### config.mk
export PLATFORM = sky130hd
export DESIGN_NAME = mdf_ram
export DESIGN_NICKNAME = d
export VERILOG_FILES = /design/src/rtl/core/mdf_pkg.sv /design/src/rtl/core/mdf_ram.sv
export SDC_FILE = /design/constraint.sdc
export NUM_CORES = 2
export LEC_CHECK = 0
export BUFFER_PORTS_ARGS = -buffer_cell sky130_fd_sc_hd__buf_2
export CORE_MARGIN = 1.5
export CORE_UTILIZATION = 37
export DETAILED_ROUTE_END_ITERATION = 8
export HOLD_SLACK_MARGIN = 0.02
export PLACE_DENSITY_LB_ADDON = 0.1
export SLEW_MARGIN = 30
export SYNTH_ARGS = -nofsm -noshare
export SYNTH_HDL_FRONTEND = slang
export SYNTH_SLANG_ARGS = --single-unit
### constraint.sdc
create_clock -name i_clk -period 7.45 [get_ports i_clk]
set_clock_uncertainty 0.1 [all_clocks]
set_input_delay 1.1175 -clock i_clk [delete_from_list [all_inputs] [get_ports i_clk]]
set_output_delay 1.1175 -clock i_clk [all_outputs]
set_load 0.01 [all_outputs]
### src/rtl/core/mdf_pkg.sv
`timescale 1ns / 1ps
`default_nettype none
// Package for the multibyte delta filter: field widths, configuration
// register indexes and the control structs passed between its modules.
// No dependencies.
package mdf_pkg;

    localparam int BYTE_W      = 8;
    localparam int ELEM_SIZE_W = 9;
    localparam int CFG_IDX_W   = 1;
    localparam int CFG_DATA_W  = 9;

    localparam logic [ELEM_SIZE_W-1:0] ELEM_SIZE_RESET = 9'd4;

    typedef enum logic [CFG_IDX_W-1:0] {
        CFG_ELEMENT_SIZE = 1'b0,
        CFG_MODE_UNDIFF  = 1'b1
    } t_cfg_idx;

    typedef struct packed {
        logic first_row;
        logic first_byte;
    } t_pos_ctl;

    typedef struct packed {
        logic first_row;
        logic first_byte;
        logic mode_undiff;
    } t_slot_ctl;

endpackage

`default_nettype wire

### src/rtl/core/mdf_ram.sv
`timescale 1ns / 1ps
`default_nettype none
// Row buffer of the delta filter: one write port, one read port, registered read data.
// Depends on mdf_pkg.
module mdf_ram
    import mdf_pkg::*;
#(
    parameter int DEPTH = 256,
    parameter int AW    = 8
) (
    input  wire logic              i_clk,
    input  wire logic              i_we,
    input  wire logic [AW-1:0]     i_waddr,
    input  wire logic [BYTE_W-1:0] i_wdata,
    input  wire logic              i_re,
    input  wire logic [AW-1:0]     i_raddr,
    output logic      [BYTE_W-1:0] o_rdata
);

    logic [BYTE_W-1:0] r_mem [DEPTH];
    logic [BYTE_W-1:0] r_rdata;

    always_ff @(posedge i_clk) begin
        if (i_we) begin
            r_mem[i_waddr] <= i_wdata;
        end
        if (i_re) begin
            r_rdata <= r_mem[i_raddr];
        end
    end

    assign o_rdata = r_rdata;

endmodule

`default_nettype wire

Word-level counts from Yosys, hierarchy flattened
Memories as Yosys holds them, arrays and structs flattened. A register that Yosys moved wholly into a read port is not among the register bits.
Index checks and enable logic that the tools add are counted.
Storage, ports and cells
  bits in registers: 0
  latch bits: 0
  RAM bits: 2048
  bits in read-only memories: 0
  output and inout bits: 8
  logic and storage cells: 3
  memories kept: 1
Memory list
  r_mem: words 256, width 8, rd ports 1, clocked after memory_dff 1, wr ports 1, RTL line mdf_ram.sv:20  | logic [BYTE_W-1:0] r_mem [DEPTH];
Operators by class
  add/subtract/negate cells: 0
  multipliers: 0
  div/mod/pow operators: 0
  magnitude comparators: 0
  equality and inequality tests: 0
  shift-type cells: 0
  multiplexer cells: 2
  bitwise gates (word level): 0
  reduce and logical (&&, ||, !) cells: 0
Operators with widths (number)
  1-bit two-way mux: 2

Depth between registers and ports, before layout
  depth in word-level cells: 2
  gate-level depth with buffers: 11
  mapped depth without buffers: 6

Worst setup path after synthesis
Ideal clock, no wire load.
  kind: input to register
  from: input i_raddr[0]
  to: register r_rdata[2], in the netlist o_rdata[2], read port of r_mem, data pin
  setup time: 0.269 ns
  arrival: 2.925 ns
  data required time: 7.081 ns
  setup slack: 4.156 ns
  stages: 9
  buffers on the path: 4
  cells stage by stage: buf_6 > buf_12 > buf_8 > buf_2 > mux4_2 > a22oi_1 > a21oi_1 > nor4_1 > nor4_2
RTL lines
  start, declared: RTL line mdf_ram.sv:16  | input wire logic [AW-1:0] i_raddr,
  end, declared: RTL line mdf_ram.sv:21  | logic [BYTE_W-1:0] r_rdata;

==> results.json <==
{
  "crit_slowest_cell": "nor4_2",
  "fill_cells": 18571,
  "htreeDepth": 4,
  "cts_setup_buffers": 0,
  "grt_busiest_layer": "met2",
  "gr-usage-met2": 0.335,
  "place.gp.congestion": 0.787,
  "critPathMaxStageDelay_ns": 0.67,
  "synthesis.nets": 3760,
  "reg2reg_depth": 6,
  "slew_headroom": 0.287,
  "die_height_um": 467,
  "clkTransAtPathRegs_ns": 0.06,
  "final_layout_size_suffix_gt1_frac": 0.244,
  "synth-edff-count": 2056,
  "end_kind": "register",
  "cts_tree": "built",
  "ys_warn_count": 0,
  "drt-pass1-iter-count": 7,
  "maxCapViolCount": 0,
  "use_met3": 0.0339,
  "overflow": 0,
  "ir_drop_uv": 266,
  "placement_rows": 170,
  "dr.first_iter.drc_count": 3688,
  "antenna_found_initial": 7,
  "yosysSeqAreaShare": 0.775,
  "grt_pass1_vias": 39445,
  "wl_per_cell_um": 32.6,
  "avgSynthCellArea_um2": 21.3,
  "run_status": "finished, final reports clean",
  "stdcell_count": 6880,
  "worstSetupStartpointType": "input port",
  "clock_latency_ns": 0.86,
  "drtAntennaViolNets": 0,
  "cts-resized-gates": 0,
  "path_cells": "buf_8 > buf_12 > buf_4 > buf_4 > mux4_2 > a22oi_1 > a21oi_1 > nor4_2 > nor4_1",
  "core-area_um2": 214000,
  "die_area_um2": 218000,
  "ys_ff_latch": 2056,
  "port_buffers": 34,
  "fin_tns_setup_ns": 0,
  "track_usage": 0.205,
  "area_growth_pct": 13.5,
  "netlist.area_leader.share": 0.775,
  "via_count": 38277,
  "finalCritPeriodShare": 0.592,
  "use_met1": 0.289,
  "ctsHoldBuffers": 0,
  "synthesis.area_um2": 79600,
  "die_w_um": 467,
  "cp_common_cell": "buf_4",
  "cp.required_ns": 7.92,
  "hold_depth": 1,
  "viasPerCell": 5.56,
  "yosys.area.top_type": "edfxtp_1",
  "path_max_fanout": 59,
  "nNetsFinal": 3884,
  "max_slew.worst_pin.slew_ns": 1.07,
  "ioPinCount": 35,
  "setup_viol": 0,
  "slew_violations": 0,
  "async_reset_ff_frac": 0,
  "layout_common_cells": "2056 x edfxtp_1, 454 x mux4_2, 233 x nor2_1",
  "initial_core_util": 0.372,
  "synth_ff_type": "edfxtp_1",
  "path_class": "input port to register",
  "grt_setup_unrepaired": "false",
  "fmax_ghz": 0.227,
  "grt_max_degree": 176,
  "clockBufferDepth": 3,
  "cts_buffers": 220,
  "synthTopCellsByArea": "edfxtp_1 78%, mux4_2 13%, mux2i_1 1.7%",
  "min_period_ns": 4.41,
  "cts_sinks": 2056,
  "cts-root-buf": "clkbuf_16",
  "grt_pass1_wl_mm": 315,
  "hp-class": "input port to register",
  "synthCells": 3733,
  "p_leak_nw": 27.5,
  "drcViolationCount": 0,
  "finalHoldViolCount": 0,
  "dp.cells": 6471,
  "cp.arrival_ns": 4.87,
  "ys_types": 54,
  "wirelength_mm": 224,
  "dp_hpwl_mm": 134,
  "mostFrequentLayoutCell": "edfxtp_1",
  "p_per_area_nw_per_um2": 274
}
==> stage by stage <==
stage	total power, W	setup WS [ns]	hold WS [ns]	util	instance area [um^2]
floorplan	0.0136	4.16	0.764	-	79600
global placement	0.0142	1.19	1.01	0.388	83000
detailed placement	0.0142	2.11	0.941	0.389	83300
CTS	0.0250	3.02	0.540	0.422	90300
global route	0.0254	2.75	0.537	0.422	90400
finish	0.0248	3.04	0.564	0.422	90400
==> Yosys cell counts (all sizes together) (2+ instances only) <==
| cell type | number |
|---|---|
| nand3b | 2 |
| mux4 | 456 |
| or2 | 4 |
| nand2b | 8 |
| o21ai | 12 |
| a22o | 8 |
| nand2 | 33 |
| o22ai | 28 |
| a22oi | 133 |
| a21oi | 96 |
| a221oi | 14 |
| nand4 | 10 |
| o32ai | 5 |
| nor4 | 27 |
| buf | 122 |
| nor3 | 22 |
| a2111oi | 5 |
| nor2b | 31 |
| a211oi | 16 |
| a311oi | 2 |
| o211ai | 10 |
| clkbuf | 111 |
| nand3 | 34 |
| edfxtp | 2056 |
| o221ai | 47 |
| nor2 | 282 |
| mux2i | 134 |
| and3b | 2 |
| and2 | 6 |
| o22a | 5 |
| a31oi | 2 |
==> layout make-up <==
| type | instances | area, um^2 | area share |
|---|---|---|---|
| inverters | 2 | 7.51 | 0.0000830 |
| well taps | 2838 | 3550 | 0.0393 |
| flip-flops and latches | 2056 | 61700 | 0.683 |
| multi-input cells | 1442 | 16800 | 0.185 |
| clock inverters | 141 | 1290 | 0.0143 |
| repair buffers | 135 | 1300 | 0.0143 |
| diodes | 2 | 5.00 | 0.0000554 |
| clock buffers | 264 | 5760 | 0.0637 |
==> report_power, final <==
part	leakage [nW]	internal, W	switching, W
clock network	3.44	0.00620	0.00457
logic	5.57	0.000387	0.000814
registers	18.5	0.0128	0.0000154
==> flip-flops by register name, summed over array words and instances (netlist names) <==
signal and cells:
r_mem 2048, o_rdata 8
==> cell families after synthesis <==
group           share of synthesized area
buf+inv                            0.0183
simple gates                       0.0263
compound gates                     0.0342
flops                               0.775
mux                                 0.146
==> routing by layer <==
layer	vias up	share of wire	routed length, um
met2	1064	0.49	110000
met5	-	0.00015	34
met1	20949	0.44	98200
li1	15970	-	-
met4	6	0.022	4840
met3	288	0.049	11000
==> critical path, delay by kind of cell <==
kind / cells / cell delay (ns)
buf+inv: 4 / 1.86
mux: 1 / 0.55
compound gates: 2 / 0.38
simple gates: 2 / 0.81
==> path summary, 6_finish.rpt <==
path / slack (ns) / from / endpoint
setup / recovery: 3.04 / i_raddr[0] / o_rdata[7]
hold / removal: 0.56 / i_wdata[7] / r_mem[85][7]
setup reg to reg: 4.47 / r_mem[83][5] / o_rdata[5]
hold reg to reg: 0.98 / r_mem[33][5] / o_rdata[5]
Power figures use the tool's default switching activity.
