**src/rtl/core/mdf_pkg.sv**
```systemverilog
`timescale 1ns / 1ps
`default_nettype none
// Package for the multibyte delta filter: field widths, configuration
// register indexes and the control structs passed between its modules.
// No dependencies.
package mdf_pkg;

    localparam int BYTE_W      = 8;
    localparam int ELEM_SIZE_W = 9;
    localparam int CFG_IDX_W   = 1;
    localparam int CFG_DATA_W  = 9;

    localparam logic [ELEM_SIZE_W-1:0] ELEM_SIZE_RESET = 9'd4;

    typedef enum logic [CFG_IDX_W-1:0] {
        CFG_ELEMENT_SIZE = 1'b0,
        CFG_MODE_UNDIFF  = 1'b1
    } t_cfg_idx;

    typedef struct packed {
        logic first_row;
        logic first_byte;
    } t_pos_ctl;

    typedef struct packed {
        logic first_row;
        logic first_byte;
        logic mode_undiff;
    } t_slot_ctl;

endpackage

`default_nettype wire

```
**src/rtl/core/mdf_calc.sv**
```systemverilog
`timescale 1ns / 1ps
`default_nettype none
// Byte arithmetic of the delta filter: subtract with borrow or add with carry,
// and the carry register between bytes of an element. Depends on mdf_pkg.
module mdf_calc
    import mdf_pkg::*;
(
    input  wire logic              i_clk,
    input  wire logic              i_rst_n,
    input  wire logic              i_advance,
    input  wire logic [BYTE_W-1:0] i_byte,
    input  wire logic [BYTE_W-1:0] i_prev,
    input  wire t_slot_ctl         i_ctl,
    output logic      [BYTE_W-1:0] o_result,
    output logic      [BYTE_W-1:0] o_wdata
);

    logic          r_carry, n_carry;
    logic          carry_in;
    logic [BYTE_W:0] sum, sub;

    always_comb begin
        carry_in = i_ctl.first_byte ? 1'b0 : r_carry;
        sum      = {1'b0, i_byte} + {1'b0, i_prev} + {{BYTE_W{1'b0}}, carry_in};
        sub      = {1'b0, i_prev} + {{BYTE_W{1'b0}}, carry_in};
        if (i_ctl.first_row) begin
            o_result = i_byte;
            o_wdata  = i_byte;
            n_carry  = 1'b0;
        end else if (i_ctl.mode_undiff) begin
            o_result = sum[BYTE_W-1:0];
            o_wdata  = sum[BYTE_W-1:0];
            n_carry  = sum[BYTE_W];
        end else begin
            o_result = i_byte - sub[BYTE_W-1:0];
            o_wdata  = i_byte;
            n_carry  = ({1'b0, i_byte} < sub);
        end
    end

    always_ff @(posedge i_clk) begin
        if (!i_rst_n) begin
            r_carry <= 1'b0;
        end else if (i_advance) begin
            r_carry <= n_carry;
        end
    end

endmodule

`default_nettype wire

```
**config.mk**
```make
export PLATFORM = sky130hd
export DESIGN_NAME = mdf_calc
export DESIGN_NICKNAME = d
export VERILOG_FILES = /design/src/rtl/core/mdf_pkg.sv /design/src/rtl/core/mdf_calc.sv
export SDC_FILE = /design/constraint.sdc
export NUM_CORES = 1
export LEC_CHECK = 0
export BUFFER_PORTS_ARGS = -buffer_cell sky130_fd_sc_hd__buf_2
export CORE_AREA = 4 4 55 57
export CTS_CLUSTER_SIZE = 10
export DETAILED_ROUTE_END_ITERATION = 7
export DIE_AREA = 0 0 59 61
export PLACE_DENSITY = 0.75
export SYNTH_ARGS = -nofsm -noshare
export SYNTH_HDL_FRONTEND = slang
export SYNTH_SLANG_ARGS = --single-unit
```
**constraint.sdc**
```tcl
create_clock -name i_clk -period 2.8 [get_ports i_clk]
set_input_delay 0.42 -clock i_clk [delete_from_list [all_inputs] [get_ports i_clk]]
set_output_delay 0.42 -clock i_clk [all_outputs]
set_load 0.02 [all_outputs]
```
# Yosys cells after proc, flatten, opt, wreduce, memory -nomap -nowiden

Index checks and enable logic that the tools add are counted.
Widths: inputs -> output; s select.

Register bits: 1
Input bits: 22
Output and inout port bits: 16
Logic and storage cells: 13

$add $sub $neg: 4
Magnitude comparators: 1
Mux-type cells: 7

Operators by type and width:

| operator    | count |
|---|---|
| $mux 8      | 4 |
| $add 8x1->9 | 1 |
| $add 8x8->9 | 1 |
| $add 9x1->9 | 1 |
| $lt 8x9->1  | 1 |
| $sub 8x8->8 | 1 |
| $mux 1      | 3 |

# Longest topological paths before layout

Depth after elaboration: 5
Gate-level depth with buffers: 12
Depth with buffers taken out: 12

# Least setup slack after synthesis

No wires, ideal clock.

Path kind: input to output
Start point: input port i_ctl[1] in the netlist's numbering
End point: output port o_result[7]
Arrival: 2,852 ps
Required time: 2,380 ps
Path slack: -472 ps
Cell stages on the path: 12
Path through: nor2b_1 > ha_1 > ha_1 > nand2_1 > nor2_1 > xnor2_1 > ha_1 > a21oi_1 > o21ai_0 > a31oi_1 > mux2_2 > a221oi_1

Longest elaborated chain between the ends: 5
Elaborated cells on any way between the ends: 6
Those cells by class: add/sub: 3; mux: 3

RTL lines:

| item        | RTL line       | text |
|---|---|---|
| from (decl) | mdf_calc.sv:13 | `input wire t_slot_ctl i_ctl,` |
| $mux 1 *    | mdf_calc.sv:23 | `carry_in = i_ctl.first_byte ? 1'b0 : r_carry;` |
| $add 8x1->9 | mdf_calc.sv:25 | `sub = {1'b0, i_prev} + {{BYTE_W{1'b0}}, carry_in};` |
| $sub 8x8->8 | mdf_calc.sv:35 | `o_result = i_byte - sub[BYTE_W-1:0];` |
| $mux 8 *    | mdf_calc.sv:30 | `end else if (i_ctl.mode_undiff) begin` |
| $mux 8 *    | mdf_calc.sv:26 | `if (i_ctl.first_row) begin` |
| to (decl)   | mdf_calc.sv:14 | `output logic [BYTE_W-1:0] o_result,` |

Every way passes the cells marked *; elsewhere a longest branch is shown, timed or not.

# Final worst setup path

Start point: input port i_ctl[1] in the netlist's numbering
End point: output port o_result[6]

The elaborated chain is that of the path after synthesis.

==> run metrics <==
register area share after synthesis=under 10%; Post-synth EDFFs=0; Reg-to-Reg Start=r_carry$_SDFFE_PN0P_; Vias/cell=5.67; failing checks=negative setup slack; post-route ant nets=0; Cell variety after synth=44; Mapped Cells=roughly 170; Tightest Pin Transition=0.449 ns; Post-synth ARST share=0%; RSZ-0062 raised after global routing=true; M1 wire length=1.59 mm; outcome=complete, but fails checks; Largest register FFs=1; simple-gate share of the synthesized area=~29%; antenna diode count=0; CP Data Arrival Time=roughly 2.6 ns; Synth Area in Compound Gates=a little over a quarter; CP max FO=2; final count of hold timing violations=0; CP endpoint=o_result[6]; Worst EP required=between 2 and 2.5 ns; Fmax achieved=0.327 GHz; final setup margin=-0.260 ns; layout cells sized above 1=between 40% and 50%; chip width=between 50 and 60 um; DP Area=between 1500 and 2000 um^2; Final Wtd Congestion=roughly 0.89; NumNets Final=roughly 270; Top Layer Used=met4; I/O Pins=38; Tot GR Track Use=between 20% and 30%; DRT iter0 DRCs=54; Synth Area per Inst=6.91 um^2; Crit Path Category=primary input to primary output; Clock Latency Late Sink=0 ns; Max Cap Viol=0; Starting Density=a little under half; register-to-register path setup slack=approximately 0.040 ns; post-route insts no fill=approximately 260; Setup crit start=i_ctl[1]; Bufs and invs on worst path=5; Setup-failing EPs final=10; final instance area=approximately 1800 um^2; crit-path cells=buf_6, nor2b_4, buf_4, buf_6, inv_2, fa_2, fa_2, nor2b_4, nor3_2, o21a_1, xnor2_1, a221o_1, buf_6; Area contributors post-synth=ha_1 (19%), nand2_1 (6.3%), o21ai_0 (5.7%); VDD IR max=170 uV; Synth top area share=a little under a fifth; Die H=61 um; DP Worst Slack=-0.443 ns; Post-Place Cells=between 200 and 300; DRC viols=0; number of global-route vias before repair=around 1500; DP HPWL=2.95 mm; R2R cell count=13; Final Max Slew Viols=0; Largest stage delay, worst path=0.39 ns; CTS clk-pin slew, worst paths=0 ns; detailed-route wire length=3.91 mm; via total after detailed routing=between 1000 and 1500; Period minus WS final=3.06 ns; Worst path top cell family by delay=adder cells; global-route wire length before repair=6.44 mm; Cell Area, Synth=1140 um^2; relative slew slack=70.1%; Post-Synth XOR/XNOR Area=between 8 and 9%; main combinational cell family by area after synthesis=simple AND/OR/NAND/NOR gates; worst hold path startpoint=r_carry$_SDFFE_PN0P_; PD cells=229 nW/um^2; crit share post-route=109%; die area=around 3600 um^2; clock skew=0 ns; post-layout power=slightly above 400 uW; crit path capture type=primary output; biggest regs=r_carry (1); Met3 Wirelength=about 220 um; metal2 WL=slightly above 2 mm; Static Leak=0.823 nW; post-synthesis adder-cell area fraction=23.9%; Min-Delay Path Class=register to register; Rows=18; number of synthesized register bits=1; critical path depth in cells=13; startpoint types=primary input; total iterations of the first detailed-routing run=4; Most flops, register=r_carry; largest net degree at the start of global routing=21; cell repeated most along the worst path=buf_6; mux cell area share after synthesis=around 3.7%; total grt overflow=0; reg2reg end=r_carry$_SDFFE_PN0P_; WL per Instance=15.1 um; Synth-to-Final Area Change=58.7%; Yosys top cell by area=ha_1; Post-Synthesis Net Count=a little over 200; Port Buffer Count=37; Synth Warn #=0; initial antenna violation count=0; cell at the slowest stage of the critical path=fa_2; top_reg_cell synth=dfxtp_1; core footprint=2480 um^2
==> layer usage <==
metal	vias to the layer above	global-route usage, %
met3	4	0.638
met4	0	4.21
li1	725	-
met2	45	44.8
met5	-	0
met1	688	26.3
==> cells in the final DEF, fill, tap and decap left out, types with 3 or more instances in the layout <==
cell and count:
nor3_1 4, xor2_1 6, a21oi_2 5, buf_2 28
nor2b_4 3, nor2b_1 4, xnor2_1 3, nand3_1 4
o21a_1 3, nand3b_1 3, o21ai_0 10, o21ai_1 4
inv_1 12, buf_6 8, or3_1 3, ha_4 3
buf_4 32, ha_1 14, a21oi_1 6, nand2_1 17
nor2_1 10
==> power breakdown <==
group | internal (mW) | switching, mW | leakage [nW] | total [mW]
clock network | 0 | 0 | 0 | 0
logic | 0.188 | 0.210 | 0.815 | 0.398
registers | 0.0154 | 0.000885 | 0.00817 | 0.0163
total | 0.203 | 0.211 | 0.823 | 0.415
==> worst reg2reg max path, stage by stage, from the launching register on <==
cell and delay (ns):
dfxtp_1 0.36, nor2b_4 0.20, buf_4 0.13, buf_6 0.08, inv_2 0.03, fa_2 0.35
fa_2 0.39, nor2b_4 0.14, nor3_2 0.05, o21a_1 0.23, buf_4 0.15, buf_4 0.12
a221o_1 0.32, a41oi_2 0.14
==> area by class of cell <==
class	instances	area [um^2]
Tap cell	30	37.5
Inverter	14	55.1
Timing Repair Buffer	68	470
Fill cell	190	668
Sequential cell	1	20.0
Multi-Input combinational cell	145	1230
==> worst min-delay path by stage <==
stage	to	slack, ns	depth (start not counted)
final	r_carry$_SDFFE_PN0P_	0.59	2
after global routing	r_carry$_SDFFE_PN0P_	0.61	2
after CTS	r_carry$_SDFFE_PN0P_	0.56	2
after detailed placement	r_carry$_SDFFE_PN0P_	0.56	2
after global placement	r_carry$_SDFFE_PN0P_	0.55	2
after floorplan	r_carry$_SDFFE_PN0P_	0.51	2
==> per-stage QoR <==
step / setup TNS, ns / util (%) / hold slack [ns]
after global routing: -2.26 / 73.0 / 0.609
after detailed placement: -1.25 / 62.9 / 0.561
final: -1.42 / 73.0 / 0.592
after floorplan: -0.101 / - / 0.506
after CTS: -1.25 / 69.3 / 0.564
after global placement: -0.957 / 62.9 / 0.549
==> cell usage after synthesis, drive strengths merged, types with 3 or more instances <==
library cell	n
xor2	7
fa	3
nand3	5
nor3	6
nand2	19
a21oi	11
or3	3
nor2	12
xnor2	4
nand3b	3
clkbuf	3
ha	17
inv	14
nor2b	7
o21a	3
o21ai	14
==> cell families (layout without fill, tap and decap cells) <==
kind of cell	after synthesis	after routing
and+or+nand+nor	64	64
muxes	4	4
xor gates and xnor gates	11	11
buffers and inverters	19	82
adders and majority gates	20	20
AOI/OAI and AO/OA	46	46
DFF	1	1
==> what timing repair did <==
item	in CTS	in global routing
resized for setup	34	14
hold buffers	0	0
setup buffers	6	2
pin swaps	14	19
endpoints found under the setup margin	6	12
cloned	0	0
No activity file was read; power rests on OpenSTA's default activity.
