`src/rtl/core/mdf_pkg.sv`:
```
`timescale 1ns / 1ps
`default_nettype none
// Package for the multibyte delta filter: field widths, configuration
// register indexes and the control structs passed between its modules.
// No dependencies.
package mdf_pkg;

    localparam int BYTE_W      = 8;
    localparam int ELEM_SIZE_W = 9;
    localparam int CFG_IDX_W   = 1;
    localparam int CFG_DATA_W  = 9;

    localparam logic [ELEM_SIZE_W-1:0] ELEM_SIZE_RESET = 9'd4;

    typedef enum logic [CFG_IDX_W-1:0] {
        CFG_ELEMENT_SIZE = 1'b0,
        CFG_MODE_UNDIFF  = 1'b1
    } t_cfg_idx;

    typedef struct packed {
        logic first_row;
        logic first_byte;
    } t_pos_ctl;

    typedef struct packed {
        logic first_row;
        logic first_byte;
        logic mode_undiff;
    } t_slot_ctl;

endpackage

`default_nettype wire

```
`src/rtl/core/mdf_pos.sv`:
```
`timescale 1ns / 1ps
`default_nettype none
// Element position tracker: byte position within the element and first-row flag.
// Depends on mdf_pkg.
module mdf_pos
    import mdf_pkg::*;
#(
    parameter int MAX_ROW_BYTES = 256,
    parameter int PW            = 8
) (
    input  wire logic                   i_clk,
    input  wire logic                   i_rst_n,
    input  wire logic                   i_accept,
    input  wire logic                   i_sot,
    input  wire logic [ELEM_SIZE_W-1:0] i_elem_size,
    output logic      [PW-1:0]          o_pos,
    output t_pos_ctl                    o_ctl
);

    localparam int NW = ($clog2(MAX_ROW_BYTES + 1) > ELEM_SIZE_W) ?
                        $clog2(MAX_ROW_BYTES + 1) : ELEM_SIZE_W;

    logic [PW-1:0] r_pos, n_pos;
    logic          r_first, n_first;
    logic [NW-1:0] size_ext, row_n, pos_ext, pos_nxt;
    logic [PW-1:0] pos_cur;
    logic          first_cur;

    always_comb begin
        size_ext = NW'(i_elem_size);
        if (size_ext == '0) begin
            row_n = NW'(1);
        end else if (size_ext > NW'(MAX_ROW_BYTES)) begin
            row_n = NW'(MAX_ROW_BYTES);
        end else begin
            row_n = size_ext;
        end

        pos_ext = NW'(r_pos);
        if (i_sot) begin
            pos_cur   = '0;
            first_cur = 1'b1;
        end else if (pos_ext >= row_n) begin
            pos_cur   = '0;
            first_cur = 1'b0;
        end else begin
            pos_cur   = r_pos;
            first_cur = r_first;
        end

        pos_nxt = NW'(pos_cur) + NW'(1);
        if (pos_nxt >= row_n) begin
            n_pos   = '0;
            n_first = 1'b0;
        end else begin
            n_pos   = pos_nxt[PW-1:0];
            n_first = first_cur;
        end
    end

    always_ff @(posedge i_clk) begin
        if (!i_rst_n) begin
            r_pos   <= '0;
            r_first <= 1'b1;
        end else if (i_accept) begin
            r_pos   <= n_pos;
            r_first <= n_first;
        end
    end

    assign o_pos            = pos_cur;
    assign o_ctl.first_row  = first_cur;
    assign o_ctl.first_byte = (pos_cur == '0);

endmodule

`default_nettype wire

```
`config.mk`:
```
export PLATFORM = sky130hd
export DESIGN_NAME = mdf_pos
export DESIGN_NICKNAME = d
export VERILOG_FILES = /design/src/rtl/core/mdf_pkg.sv /design/src/rtl/core/mdf_pos.sv
export SDC_FILE = /design/constraint.sdc
export NUM_CORES = 1
export LEC_CHECK = 0
export BUFFER_PORTS_ARGS = -buffer_cell sky130_fd_sc_hd__buf_2
export CORE_ASPECT_RATIO = 1.2
export CORE_MARGIN = 2
export CORE_UTILIZATION = 54
export DETAILED_ROUTE_END_ITERATION = 10
export PLACE_DENSITY = 0.79
export SLEW_MARGIN = 10
export SYNTH_ARGS = -nofsm -noshare
export SYNTH_HDL_FRONTEND = slang
export SYNTH_SLANG_ARGS = --single-unit
```
`constraint.sdc`:
```
create_clock -name i_clk -period 4.8 [get_ports i_clk]
set_clock_uncertainty 0.05 [all_clocks]
set_input_delay 0.48 -clock i_clk [delete_from_list [all_inputs] [get_ports i_clk]]
set_output_delay 0.48 -clock i_clk [all_outputs]
set_load 0.03 [all_outputs]
```
## Word-level counts from Yosys, hierarchy flattened

Cells that the tools add are included.

| storage, ports and cells | value |
|---|---|
| flip-flop bits (word level) | 9 |
| input bits | 13 |
| logic and storage cells | 16 |

| cells by class | value |
|---|---|
| add/sub/neg operators | 1 |
| $lt $le $gt $ge | 3 |
| muxes and demuxes | 8 |
| reductions and logical operators | 2 |

Operator list:

| kind | count |
|---|---|
| $mux 8 | 3 |
| $mux 9 | 2 |
| $add 8x1->9 const B | 1 |
| $ge 8x9->1 | 1 |
| $ge 9x9->1 | 1 |
| $gt 9x9->1 const B | 1 |
| $logic_not 9->1 | 1 |
| $logic_not 8->1 | 1 |
| $mux 1 | 3 |

## Depth between registers and ports, before layout

Gate-level depths: netlist of the first run.

| depth | value |
|---|---|
| depth after elaboration | 9 |
| depth in mapped cells | 22 |
| depth with buffers taken out | 21 |

## Worst setup path before layout of the first run

No wires, ideal clock.

| path | value |
|---|---|
| path kind | in2reg |
| from | input i_elem_size[4] |
| to | register r_pos[2] |
| arrival time | 4.191 ns |
| path slack | 0.439 ns |
| stages | 21 |
| cell sequence | nor4_1 > a21oi_1 > nor2_1 > ha_1 > nor2b_1 > o21ai_1 > a211oi_4 > buf_2 > nand2_1 > inv_1 > ha_1 > nand4b_1 > and2_1 > o21a_1 > ha_1 > and4_1 > o21ai_0 > o211ai_1 > nand2_1 > a32oi_1 > a21boi_1 |

| on the way | value |
|---|---|
| longest elaborated chain between the ends | 9 |

Ends and longest elaborated chain:

| what | RTL line | RTL |
|---|---|---|
| start: declaration | mdf_pos.sv:15 | `input wire logic [ELEM_SIZE_W-1:0] i_elem_size,` |
| $gt 9x9->1 | mdf_pos.sv:33 | `end else if (size_ext > NW'(MAX_ROW_BYTES)) begin` |
| $mux 9 | mdf_pos.sv:33 |  |
| $mux 9 * | mdf_pos.sv:31 | `if (size_ext == '0) begin` |
| $ge 8x9->1 * | mdf_pos.sv:43 | `end else if (pos_ext >= row_n) begin` |
| $mux 8 * | mdf_pos.sv:43 |  |
| $mux 8 * | mdf_pos.sv:40 | `if (i_sot) begin` |
| via o_pos[1] | mdf_pos.sv:16 | `output logic [PW-1:0] o_pos,` |
| $add 8x1->9 * | mdf_pos.sv:51 | `pos_nxt = NW'(pos_cur) + NW'(1);` |
| $ge 9x9->1 | mdf_pos.sv:52 | `if (pos_nxt >= row_n) begin` |
| $mux 8 * | mdf_pos.sv:52 |  |
| end signal: assignment | mdf_pos.sv:66 | `r_pos <= n_pos;` |
| end: declaration | mdf_pos.sv:23 | `logic [PW-1:0] r_pos, n_pos;` |

The timed path passes the listed nets; every way through them passes the cells marked *.
A chain may end at the register's enable or synchronous reset.

## Worst setup path in the final report of the first run

| path | value |
|---|---|
| from | input i_elem_size[4] |
| to | register r_pos[3] |

| on the way | value |
|---|---|
| longest elaborated chain between the ends | 9 |

Ends and longest elaborated chain:

| what | RTL line |
|---|---|
| $gt 9x9->1 | mdf_pos.sv:33 |
| $mux 9 | mdf_pos.sv:33 |
| $mux 9 * | mdf_pos.sv:31 |
| $ge 8x9->1 | mdf_pos.sv:43 |
| $mux 8 | mdf_pos.sv:43 |
| $mux 8 | mdf_pos.sv:40 |
| $add 8x1->9 | mdf_pos.sv:51 |
| $ge 9x9->1 | mdf_pos.sv:52 |
| $mux 8 * | mdf_pos.sv:52 |

Every way passes the cells marked *; elsewhere a longest branch is shown, timed or not.

==> summary.json, run 1 <==
{
  "synth.ff_latch_count": 9,
  "synthCells": 135,
  "path_clk_slew_ns": 0.08,
  "hold_buffers": 0,
  "layout-drive-gt1-share_pct": 23.5,
  "drt-wirelength-per-cell_um": 14.4,
  "maxSlewHeadroom_pct": 72.8,
  "hp-class": "input port to register",
  "cts_buffers": 3,
  "globalRoute.totalOverflow": 0,
  "cp_data_arrival_time_ns": 4.53,
  "htreeDepth": 1,
  "final-setup-viol-count": 0,
  "antenna_found_initial": 0,
  "synth.top_cell.area_share_pct": 22.1,
  "clock_power_share_pct": 32.6,
  "gpl.final_weighted_congestion": 0.785,
  "switching_power_uw": 70.3,
  "worst-slew-pin-transition_ns": 0.409,
  "p_comb_share_pct": 28.6,
  "numClockSinks": 9,
  "max_clock_freq_mhz": 228,
  "die_area_mm2": 0.00236,
  "design_area_mm2": 0.00124,
  "p_seq_share_pct": 38.8,
  "portbufs": 22,
  "via_per_inst": 5.96,
  "tritoncts": "done",
  "hp-start": "i_rst_n",
  "antenna_cells": 0,
  "route.detailed.drc": 0,
  "finalNonFillerCells": 181,
  "post_cts_resize_count": 0,
  "die_h_um": 52.9,
  "final-max-slew-violation-count": 0,
  "cap_violations": 0,
  "rr_endpoint": "r_pos[3]$_SDFFE_PN0P_",
  "layout_worst_path_cycle_share_pct": 91.2,
  "worstSkewPairLatency_ns": 0.28,
  "max-vdd-ir-drop_uv": 172,
  "floorplan.io_pins": 23,
  "synth_top_cells_by_area": "ha_1 22%, dfxtp_1 17%, nand2_1 7.3%",
  "beginning_of_the_worst_register_to_register_path": "r_pos[6]$_SDFFE_PN0P_",
  "place_hpwl_um": 2170,
  "power.internal_uw": 132,
  "cellPowerDensity_mw_per_mm2": 163,
  "place.detailed.instances": 176,
  "total_number_of_vias": 1079,
  "synthToLayoutAreaGrowth_pct": 15.8,
  "critPathKind": "input port to register",
  "post-synth-top-count-cell": "nand2_1",
  "fp-row-count": 17,
  "grt_start_max_net_pins": 11,
  "synth_area_leader_cell": "ha_1",
  "finalWirelength_um": 2600,
  "worst_setup_path_start_kind": "input port",
  "power.share.switching_pct": 34.7,
  "asyncSetResetFlopFracSynth_pct": 0,
  "finalCriticalPeriod_ns": 4.38,
  "crit_fanout": 6,
  "ctsLongestPathBuffers": 2,
  "yosys-top-cells-count": "21 x nand2_1, 19 x ha_1, 9 x and2_1, 9 x dfxtp_1, 9 x nor2_1",
  "num-nets-final": 195,
  "synth.yosys.warnings": 0,
  "detail_route.iter0.violations": 22,
  "cell_area_after_synthesis_mm2": 0.00107,
  "run_status": "complete, no violations",
  "start_util_pct": 58.1,
  "postSynthAreaPerCell_um2": 7.96,
  "fp.coreArea_mm2": 0.00185,
  "reg2regPathDepth": 19,
  "unrepaired_setup_endpoints_after_global_routing": "false",
  "clockRootBuffer": "clkbuf_4",
  "fin_tns_setup_ns": 0,
  "required_ns": 4.95,
  "grt_pass1_wl_um": 4450,
  "hold_end": "r_first$_SDFFE_PN1P_",
  "syn-num-nets": 167,
  "drt_first_pass_iters": 4,
  "leakage_uw": 0.000596,
  "timing_hold_violations_final": 0,
  "timing.reg2reg.setup_slack_ns": 0.65,
  "ys_types": 37,
  "drt.antenna.violating_nets": 0,
  "ys_seq_area_share_pct": 16.8,
  "number_of_synthesized_flops_with_an_enable_pin": 0,
  "critPathCaptureType": "register",
  "chipWidth_um": 44.7,
  "whs_path_depth": 2,
  "postPlaceCellArea_mm2": 0.00121,
  "first_global_vias": 1072,
  "grt_usage_pct": 25.8,
  "synth_flop_cell": "dfxtp_1"
}
-- cells in the final DEF, fill, tap and decap left out, types with 2 or more instances in the layout --
cell	count
ha_1	19
a21boi_1	6
nor2_1	9
nand3_1	2
nand2_1	21
clkbuf_4	3
a21oi_1	5
buf_4	3
a22oi_1	2
o211ai_1	3
nor4_1	3
o21a_1	5
dfxtp_1	9
nor3_1	3
and2_1	9
nor2b_1	5
inv_1	5
nand3b_1	2
o21ai_2	5
nand4b_1	2
buf_2	22
o21ai_0	2
-- stage by stage --
step | util [%] | setup WS [ns] | power [uW] | hold slack [ns]
final | 67.3 | 0.423 | 203 | 0.418
after global routing | 67.3 | 0.0585 | 209 | 0.464
after CTS | 66.9 | 0.412 | 201 | 0.430
after detailed placement | 65.4 | 0.129 | 137 | 0.455
after global placement | 65.4 | 0.310 | 135 | 0.431
after floorplan | - | 0.439 | 118 | 0.415
-- logic make-up (layout without fill, tap and decap cells) --
kind of cell,after synthesis,in the layout,synth area share (%)
AND/OR/NAND/NOR,59,59,27.7
adder cells (fa/ha/maj),19,19,22.1
flip-flops,9,9,16.8
buffers and inverters,9,36,3.61
AO/OA/AOI/OAI,38,38,29.0
XOR/XNOR,1,1,0.815
-- power groups by stage --
stage	clock [uW]	combinational (uW)	sequential, uW
after global routing	65.1	64.8	79.1
after global placement	0	54.3	80.3
after detailed placement	0	56.5	80.4
final	66.1	57.9	78.7
after floorplan	0	38.4	79.6
after CTS	65.1	56.7	78.7
-- routing by layer --
metal / wire, um / global-route usage, %
met5: 0 / 0
met4: 80 / 14.6
met3: 82 / 2.39
met2: 1360 / 47.1
met1: 1080 / 28.2
-- timing repair --
item / CTS / global route
setup endpoints to repair: 0 / 1
hold endpoints to repair: 0 / 0
setup buffers: 0 / 1
-- worst max path at each step --
stage | from | endpoint | depth (start not counted)
final | i_elem_size[4] | r_pos[3]$_SDFFE_PN0P_ | 23
after detailed placement | i_elem_size[4] | r_pos[2]$_SDFFE_PN0P_ | 23
after CTS | i_elem_size[4] | r_pos[2]$_SDFFE_PN0P_ | 23
after global placement | i_elem_size[8] | r_pos[2]$_SDFFE_PN0P_ | 22
after global routing | i_elem_size[4] | r_pos[3]$_SDFFE_PN0P_ | 23
after floorplan | i_elem_size[4] | r_pos[2]$_SDFFE_PN0P_ | 21
-- worst max-delay path, cell delays in order --
cell	delay, ns
buf_2	0.11
nor4_1	0.29
a21oi_1	0.10
nor2_1	0.17
ha_1	0.26
nor2b_1	0.11
o21ai_1	0.13
a211oi_4	0.28
buf_4	0.18
nand2_1	0.08
inv_1	0.08
ha_1	0.19
nand4b_1	0.18
and2_1	0.23
o21a_1	0.19
ha_1	0.28
a211o_1	0.29
o211ai_1	0.09
o211ai_1	0.14
buf_4	0.17
a21boi_4	0.25
o21ai_2	0.09
a21boi_1	0.14
-- area by class of cell --
type                       count  area, um2
clock buffer                   4       26.3
fill                         173        606
inverter                       7       26.3
multi-input combinational    117        856
sequential                     9        180
tap                           19       23.8
timing repair buffer          25        133
-- state kept, by name (all words and copies together) (netlist names) --
name	flops
r_pos	8
r_first	1
Power figures use the tool's default switching activity.
==> inputs of run 2 (changes only) <==
--- a/config.mk
+++ b/config.mk
@@ -8,9 +8,8 @@
 export BUFFER_PORTS_ARGS = -buffer_cell sky130_fd_sc_hd__buf_2
 export CORE_ASPECT_RATIO = 1.2
 export CORE_MARGIN = 2
-export CORE_UTILIZATION = 54
+export CORE_UTILIZATION = 35
 export DETAILED_ROUTE_END_ITERATION = 10
-export PLACE_DENSITY = 0.79
 export SLEW_MARGIN = 10
 export SYNTH_ARGS = -nofsm -noshare
 export SYNTH_HDL_FRONTEND = slang
==> constraint.sdc (replaced) <==
create_clock -name i_clk -period 4.55 [get_ports i_clk]
set_clock_uncertainty 0.05 [all_clocks]
set_input_delay 0.455 -clock i_clk [delete_from_list [all_inputs] [get_ports i_clk]]
set_output_delay 0.455 -clock i_clk [all_outputs]
set_load 0.03 [all_outputs]
==> run 2 against run 1 <==
  * Non-clock buffer count decreased by 1
  * Register-to-register slack got worse by 0.16 ns
  * Clock power decreased by 11%
  * Utilization down 25 points
  * Hold slack gained 0.015 ns
  * Sequential share of layout area down 0.23 points
  * Critical path type unchanged
  * Highest routed layer unchanged
==> summary.json, run 2 (synthesized netlist as in run 1, its figures left out) <==
{
  "largest_register_ffs": {"value": 8, "change": "unchanged"},
  "layout_worst_path_cycle_share_pct": 92.1,
  "cts.repair_timing.setup_buffer_count": {"value": 0, "change": "unchanged"},
  "post_cts_resize_count": {"value": 0, "change": "unchanged"},
  "final-setup-viol-count": {"value": 0, "change": "unchanged"},
  "critical-path-top-delay-family": {"value": "compound AO/OA/AOI/OAI gates", "change": "unchanged"},
  "detail_route.iter0.violations": {"value": 11, "change": "was 22"},
  "drt-wirelength-per-cell": {"value": 13.6, "unit": "um", "change": "was 14.4 um"},
  "run_status": {"value": "complete, no violations", "change": "unchanged"},
  "hold_buffers": {"value": 0, "change": "unchanged"},
  "max_clock_freq_mhz": 239,
  "layout_commonest_cell": {"value": "buf_2", "change": "unchanged"},
  "gpl.final_weighted_congestion": {"value": 0.741, "change": "was 0.785"},
  "critPathMaxStageDelay": {"value": 0.30, "unit": "ns", "change": "was 0.29 ns"},
  "clockRootBuffer": {"value": "clkbuf_4", "change": "unchanged"},
  "layout.cells.most_common_list": {"value": "22 x buf_2, 21 x nand2_1, 19 x ha_1", "change": "unchanged"},
  "leakage": {"value": 0.000589, "unit": "uW", "change": "was 0.000596 uW"},
  "finalWirelength": {"value": 2680, "unit": "um", "change": "was 2600 um"},
  "registers.top_by_ff_count": {"value": "r_pos", "change": "unchanged"},
  "drt_first_pass_iters": {"value": 4, "change": "unchanged"},
  "beginning_of_the_worst_register_to_register_path": {"value": "r_pos[6]$_SDFFE_PN0P_", "change": "unchanged"},
  "hp-class": {"value": "input port to register", "change": "unchanged"},
  "numClockSinks": {"value": 9, "change": "unchanged"},
  "gr-max-usage-layer": {"value": "met2", "change": "unchanged"},
  "grt.met3_usage": {"value": 3.69, "unit": "%", "change": "was 2.39%"},
  "route.detailed.drc": {"value": 0, "change": "unchanged"},
  "start_util": {"value": 35.8, "unit": "%", "change": "was 58.1%"},
  "hp-start": {"value": "i_rst_n", "change": "unchanged"},
  "fill_cells": {"value": 318, "change": "was 173"},
  "globalRoute.totalOverflow": {"value": 0, "change": "unchanged"},
  "chipWidth": {"value": 54.6, "unit": "um", "change": "was 44.7 um"},
  "floorplan.io_pins": {"value": 23, "change": "unchanged"},
  "path_clk_slew": {"value": 0.05, "unit": "ns", "change": "was 0.08 ns"},
  "num-nets-final": {"value": 194, "change": "was 195"},
  "preCtsSetupSlack": {"value": 0.0360, "unit": "ns", "change": "was 0.129 ns"},
  "fp-row-count": {"value": 22, "change": "was 17"},
  "place_hpwl": {"value": 2290, "unit": "um", "change": "was 2170 um"},
  "required": {"value": 4.68, "unit": "ns", "change": "was 4.95 ns"},
  "htreeDepth": {"value": 1, "change": "unchanged"},
  "grt_start_max_net_pins": {"value": 14, "change": "was 11"},
  "critPathKind": {"value": "input port to register", "change": "unchanged"},
  "hold_slack": {"value": 0.433, "unit": "ns", "change": "was 0.418 ns"},
  "cp_data_arrival_time": {"value": 4.32, "unit": "ns", "change": "was 4.53 ns"},
  "layout-drive-gt1-share": {"value": 24.2, "unit": "%", "change": "was 23.5%"},
  "maxSlewHeadroom": {"value": 74.8, "unit": "%", "change": "was 72.8%"},
  "critPathCaptureType": {"value": "register", "change": "unchanged"},
  "worstSkewPairLatency": {"value": 0.26, "unit": "ns", "change": "was 0.28 ns"},
  "met1_usage": {"value": 17.8, "unit": "%", "change": "was 28.2%"},
  "design_area": {"value": 0.00126, "unit": "mm2", "change": "was 0.00124 mm2"},
  "critPathMostFrequentCell": {"value": "ha_1", "change": "unchanged"},
  "die_h": {"value": 64.7, "unit": "um", "change": "was 52.9 um"},
  "fin_tns_setup": {"value": 0, "unit": "ns", "change": "unchanged"},
  "cellPowerDensity": {"value": 161, "unit": "mW/mm2", "change": "was 163 mW/mm2"},
  "worst-slew-pin-transition": {"value": 0.377, "unit": "ns", "change": "was 0.409 ns"},
  "grt_usage": {"value": 17.1, "unit": "%", "change": "was 25.8%"},
  "drt.antenna.violating_nets": {"value": 0, "change": "unchanged"},
  "postPlaceCellArea": {"value": 0.00123, "unit": "mm2", "change": "was 0.00121 mm2"},
  "die_area": {"value": 0.00353, "unit": "mm2", "change": "was 0.00236 mm2"},
  "first_global_vias": {"value": 1056, "change": "was 1072"},
  "place.detailed.instances": {"value": 193, "change": "was 176"},
  "tritoncts": {"value": "done", "change": "unchanged"},
  "portbufs": {"value": 22, "change": "unchanged"},
  "crit_fanout": {"value": 8, "change": "was 6"},
  "ctsLongestPathBuffers": {"value": 2, "change": "unchanged"},
  "critPathLaunch": {"value": "i_elem_size[8]", "change": "was i_elem_size[4]"},
  "antenna_found_initial": {"value": 0, "change": "unchanged"},
  "via_per_inst": {"value": 5.41, "change": "was 5.96"},
  "grt.met2_usage": {"value": 31.7, "unit": "%", "change": "was 47.1%"},
  "antenna_cells": {"value": 0, "change": "unchanged"},
  "synthToLayoutAreaGrowth": {"value": 17.7, "unit": "%", "change": "was 15.8%"},
  "unrepaired_setup_endpoints_after_global_routing": {"value": "false", "change": "unchanged"},
  "critical_path.slowest_cell": {"value": "a211o_1", "change": "was nor4_1"},
  "worstPathBufferInverterCount": {"value": 4, "change": "unchanged"},
  "worst_setup_path_start_kind": {"value": "input port", "change": "unchanged"},
  "setup_ws": {"value": 0.359, "unit": "ns", "change": "was 0.423 ns"},
  "timing_hold_violations_final": {"value": 0, "change": "unchanged"},
  "top_regs": {"value": "r_pos (8), r_first (1)", "change": "unchanged"},
  "total_number_of_vias": {"value": 1066, "change": "was 1079"},
  "final-max-slew-violation-count": {"value": 0, "change": "unchanged"},
  "finalNonFillerCells": {"value": 197, "change": "was 181"},
  "cap_violations": {"value": 0, "change": "unchanged"},
  "max-vdd-ir-drop": {"value": 167, "unit": "uV", "change": "was 172 uV"},
  "grt_pass1_wl": {"value": 4490, "unit": "um", "change": "was 4450 um"},
  "fp.coreArea": {"value": 0.00300, "unit": "mm2", "change": "was 0.00185 mm2"},
  "cts_buffers": {"value": 3, "change": "unchanged"},
  "critical_path_cell_by_cell": {"value": "buf_2 -> clkinvlp_4 -> nand2_1 -> ha_1 -> a211oi_2 -> o32ai_2 -> a211oi_4 -> nand2_1 -> inv_1 -> ha_1 -> nand4b_1 -> and2_1 -> o21a_1 -> ha_1 -> a211o_1 -> o211ai_1 -> o211ai_1 -> buf_4 -> a21boi_4 -> o21ai_2 -> a21boi_1", "change": "was buf_2 -> nor4_1 -> a21oi_1 -> nor2_1 -> ha_1 -> nor2b_1 -> o21ai_1 -> a211oi_4 -> buf_4 -> nand2_1 -> inv_1 -> ha_1 -> nand4b_1 -> and2_1 -> o21a_1 -> ha_1 -> a211o_1 -> o211ai_1 -> o211ai_1 -> buf_4 -> a21boi_4 -> o21ai_2 -> a21boi_1"},
  "finalCriticalPeriod_ns": 4.19
}
[run 2: cell count changes in the layout (fill, tap and decap cells not counted)]
cell / previous run / this run
nor2_1: 9 / 8
clkinvlp_4: 0 / 1
nor2_2: 0 / 1
clkinv_1: 1 / 0
buf_4: 3 / 2
[run 2: worst reg2reg max path, delay by kind of cell (launching register included)]
kind,cells,cell delay (ns)
simple gates,3,0.52
fa+ha+maj,3,0.79
flops,1,0.47
compound gates,10,1.88
buf+inv,2,0.28
[run 2: where the power goes]
part	internal [uW]	total (uW)	switching (uW)
combinational	24.5	61.4	36.9
sequential	80.9	83.3	2.34
clock	33.6	59.1	25.5
total	139	204	64.6
[run 2: area by class of cell]
cell class	instances	area, um2	share of cell area, %
Multi-Input combinational cell	117	858	67.9
Clock buffer	4	26.3	2.08
Timing Repair Buffer	24	125	9.89
Sequential cell	9	180	14.2
Tap cell	36	45.0	3.56
Inverter	7	30.0	2.37
[run 2: final timing paths]
path	end	slack (ns)	cells after the start
max	r_pos[4]$_SDFFE_PN0P_	0.36	21
min	r_first$_SDFFE_PN1P_	0.43	2
max reg2reg	r_pos[4]$_SDFFE_PN0P_	0.49	18
min reg2reg	r_first$_SDFFE_PN1P_	0.45	2
[run 2: stage by stage]
| stage | utilization [%] | total power (uW) |
|---|---|---|
| floorplan | - | 125 |
| detailed placement | 41.1 | 146 |
| global placement | 41.1 | 144 |
| finish | 42.2 | 204 |
| global route | 42.2 | 219 |
| CTS | 42.0 | 207 |
[run 2: metal layers]
metal	wire length, um	vias up
met5	0	-
met4	71	0
met3	84	6
met2	1450	21
met1	1070	496
li1	-	543
==> inputs of run 3 (changes only) <==
--- a/config.mk
+++ b/config.mk
@@ -9,6 +9,7 @@
 export CORE_ASPECT_RATIO = 1.2
 export CORE_MARGIN = 2
 export CORE_UTILIZATION = 35
+export CTS_CLUSTER_DIAMETER = 100
 export DETAILED_ROUTE_END_ITERATION = 10
 export SLEW_MARGIN = 10
 export SYNTH_ARGS = -nofsm -noshare
==> constraint.sdc (replaced) <==
create_clock -name i_clk -period 4.55 [get_ports i_clk]
set_clock_uncertainty 0.05 [all_clocks]
set_input_delay 0.2275 -clock i_clk [delete_from_list [all_inputs] [get_ports i_clk]]
set_output_delay 0.2275 -clock i_clk [all_outputs]
set_load 0.03 [all_outputs]
==> run 3 against run 2 <==
  * Utilization down 0.46 points
  * First-iteration DRC count decreased by 9.1%
  * Sequential share of layout area increased by 0.16 points
  * Combinational power down 5.0%
  * Power is 0.20% lower
  * Maximum frequency grew 2.6%
  * Via count shrank 1.6%
  * Largest cell class unchanged
==> summary.json, run 3 (synthesized netlist as in run 1, its figures left out) <==
{
  "crit_fanout": {"value": 7, "change": "was 8"},
  "fp-row-count": {"value": 22, "change": "unchanged"},
  "post_cts_resize_count": {"value": 0, "change": "unchanged"},
  "total_number_of_vias": {"value": 1049, "change": "was 1066"},
  "portbufs": {"value": 22, "change": "unchanged"},
  "grt_usage": {"value": 16.1, "unit": "%", "change": "was 17.1%"},
  "layout-drive-gt1-share": {"value": 22.5, "unit": "%", "change": "was 24.2%"},
  "detail_route.iter0.violations": {"value": 10, "change": "was 11"},
  "hp-start": {"value": "i_rst_n", "change": "unchanged"},
  "first_global_vias": {"value": 1047, "change": "was 1056"},
  "grt_pass1_wl": {"value": 4330, "unit": "um", "change": "was 4490 um"},
  "finalWirelength": {"value": 2530, "unit": "um", "change": "was 2680 um"},
  "path_clk_slew": {"value": 0.06, "unit": "ns", "change": "was 0.05 ns"},
  "cap_violations": {"value": 0, "change": "unchanged"},
  "hold_slack": {"value": 0.189, "unit": "ns", "change": "was 0.433 ns"},
  "die_h": {"value": 64.7, "unit": "um", "change": "unchanged"},
  "drt.antenna.violating_nets": {"value": 0, "change": "unchanged"},
  "hold_end": {"value": "r_first$_SDFFE_PN1P_", "change": "unchanged"},
  "tritoncts": {"value": "done", "change": "unchanged"},
  "fp.coreArea": {"value": 0.00300, "unit": "mm2", "change": "unchanged"},
  "numClockSinks": {"value": 9, "change": "unchanged"},
  "critPathKind": {"value": "register to register", "change": "was input port to register"},
  "antenna_found_initial": {"value": 0, "change": "unchanged"},
  "die_area": {"value": 0.00353, "unit": "mm2", "change": "unchanged"},
  "htreeDepth": {"value": 1, "change": "unchanged"},
  "floorplan.io_pins": {"value": 23, "change": "unchanged"},
  "worstSkewPairLatency": {"value": 0.25, "unit": "ns", "change": "was 0.26 ns"},
  "clockRootBuffer": {"value": "clkbuf_4", "change": "unchanged"},
  "rr_endpoint": {"value": "r_pos[2]$_SDFFE_PN0P_", "change": "was r_pos[4]$_SDFFE_PN0P_"},
  "worst-slew-pin-transition": {"value": 0.382, "unit": "ns", "change": "was 0.377 ns"},
  "worst_setup_path_start_kind": {"value": "register", "change": "was input port"},
  "whs_path_depth": {"value": 2, "change": "unchanged"},
  "antenna_cells": {"value": 0, "change": "unchanged"},
  "cp_data_arrival_time": {"value": 4.18, "unit": "ns", "change": "was 4.32 ns"},
  "via_per_inst": {"value": 5.35, "change": "was 5.41"},
  "route.detailed.drc": {"value": 0, "change": "unchanged"},
  "hold_buffers": {"value": 0, "change": "unchanged"},
  "place_hpwl": {"value": 2170, "unit": "um", "change": "was 2290 um"},
  "finalCriticalPeriod": {"value": 4.08, "unit": "ns", "change": "was 4.19 ns"},
  "fin_tns_setup": {"value": 0, "unit": "ns", "change": "unchanged"},
  "num-nets-final": {"value": 193, "change": "was 194"},
  "maxSlewHeadroom": {"value": 74.5, "unit": "%", "change": "was 74.8%"},
  "met3RoutedLength": {"value": 82, "unit": "um", "change": "was 84 um"},
  "ctsLongestPathBuffers": {"value": 2, "change": "unchanged"},
  "layout_commonest_cell": {"value": "buf_2", "change": "unchanged"},
  "timing_hold_violations_final": {"value": 0, "change": "unchanged"},
  "leakage": {"value": 0.000586, "unit": "uW", "change": "was 0.000589 uW"},
  "route.met2.wl": {"value": 1440, "unit": "um", "change": "was 1450 um"},
  "unrepaired_setup_endpoints_after_global_routing": {"value": "false", "change": "unchanged"},
  "cts.repair_timing.setup_buffer_count": {"value": 0, "change": "unchanged"},
  "gpl.final_weighted_congestion": {"value": 0.801, "change": "was 0.741"},
  "drt_first_pass_iters": {"value": 4, "change": "unchanged"},
  "finalPower": {"value": 203, "unit": "uW", "change": "was 204 uW"},
  "max_clock_freq": {"value": 245, "unit": "MHz", "change": "was 239 MHz"},
  "required": {"value": 4.65, "unit": "ns", "change": "was 4.68 ns"},
  "timing.reg2reg.setup_slack": {"value": 0.47, "unit": "ns", "change": "was 0.49 ns"},
  "final-max-slew-violation-count": {"value": 0, "change": "unchanged"},
  "layout_worst_path_cycle_share": {"value": 89.8, "unit": "%", "change": "was 92.1%"},
  "final-setup-viol-count": {"value": 0, "change": "unchanged"},
  "chipWidth": {"value": 54.6, "unit": "um", "change": "unchanged"},
  "hp-class": {"value": "input port to register", "change": "unchanged"},
  "drt-wirelength-per-cell": {"value": 12.9, "unit": "um", "change": "was 13.6 um"},
  "start_util": {"value": 35.8, "unit": "%", "change": "unchanged"},
  "met1Wirelength": {"value": 1010, "unit": "um", "change": "was 1070 um"},
  "cellPowerDensity": {"value": 163, "unit": "mW/mm2", "change": "was 161 mW/mm2"},
  "layout.cells.most_common_list": {"value": "22 x buf_2, 21 x nand2_1, 19 x ha_1", "change": "unchanged"},
  "top_layer": {"value": "met3", "change": "was met4"},
  "reg2regPathDepth": {"value": 18, "change": "unchanged"},
  "largest_register_ffs": {"value": 8, "change": "unchanged"},
  "top_regs": {"value": "r_pos (8), r_first (1)", "change": "unchanged"},
  "beginning_of_the_worst_register_to_register_path": {"value": "r_pos[6]$_SDFFE_PN0P_", "change": "unchanged"},
  "grt_start_max_net_pins": {"value": 13, "change": "was 14"},
  "critPathCaptureType": {"value": "register", "change": "unchanged"},
  "cts_buffers": {"value": 3, "change": "unchanged"},
  "max-vdd-ir-drop": {"value": 189, "unit": "uV", "change": "was 167 uV"},
  "synthToLayoutAreaGrowth": {"value": 16.4, "unit": "%", "change": "was 17.7%"},
  "globalRoute.totalOverflow": {"value": 0, "change": "unchanged"},
  "run_status": {"value": "complete, no violations", "change": "unchanged"},
  "registers.top_by_ff_count": {"value": "r_pos", "change": "unchanged"}
}
==> run 3: critical path, cell delays in order, from the launching register on <==
cell      delay (ns)
dfxtp_1         0.44
ha_1            0.29
a211oi_2        0.25
o32ai_2         0.15
a211oi_4        0.29
nand2_1         0.14
inv_1           0.11
ha_1            0.21
nand4b_1        0.19
nor2_1          0.18
nor2b_1         0.08
o21a_1          0.19
ha_1            0.29
and4_1          0.18
o21ai_0         0.08
o211ai_1        0.31
nand2_1         0.22
a32oi_1         0.24
a21boi_1        0.08
==> run 3: stage by stage <==
stage / utilization [%] / setup WS [ns] / cell area (um2) / std cells
6_report: 41.7 / 0.466 / 1250 / 196
3_5_place_dp: 40.8 / 0.214 / 1220 / 192
4_1_cts: 41.7 / 0.466 / 1250 / 196
3_3_place_gp: 40.8 / 0.348 / 1220 / 192
2_1_floorplan: - / 0.442 / 1070 / 135
5_1_grt: 41.7 / 0.0460 / 1250 / 196
==> run 3: layout make-up <==
cell class / instances / area (um2)
clock buffer: 4 / 26.3
fill: 337 / 1750
inverter: 7 / 26.3
multi-input combinational: 117 / 856
sequential: 9 / 180
tap: 36 / 45.0
timing repair buffer: 23 / 118
==> run 3: routing by layer <==
metal	global-route usage, %	vias to the layer above
met1	16.9	492
met5	0	-
met2	32.4	16
li1	-	541
met3	2.76	0
met4	0.938	0
==> run 3: worst max-delay path by stage <==
stage                                      from  slack (ns)  cells after the start                     to
final                     r_pos[6]$_SDFFE_PN0P_        0.47                     18  r_pos[2]$_SDFFE_PN0P_
after global routing             i_elem_size[4]        0.05                     22  r_pos[2]$_SDFFE_PN0P_
after global placement           i_elem_size[4]        0.35                     21  r_pos[2]$_SDFFE_PN0P_
after floorplan                  i_elem_size[4]        0.44                     21  r_pos[2]$_SDFFE_PN0P_
after detailed placement         i_elem_size[4]        0.21                     22  r_pos[2]$_SDFFE_PN0P_
after CTS                 r_pos[6]$_SDFFE_PN0P_        0.47                     18  r_pos[2]$_SDFFE_PN0P_
==> run 3: power by group <==
part	leakage [uW]	internal, uW	switching, uW	total (uW)
Combinational	0.000498	23.1	35.1	58.3
Sequential	0.0000730	80.9	2.24	83.1
Clock	0.0000150	33.8	28.2	62.0
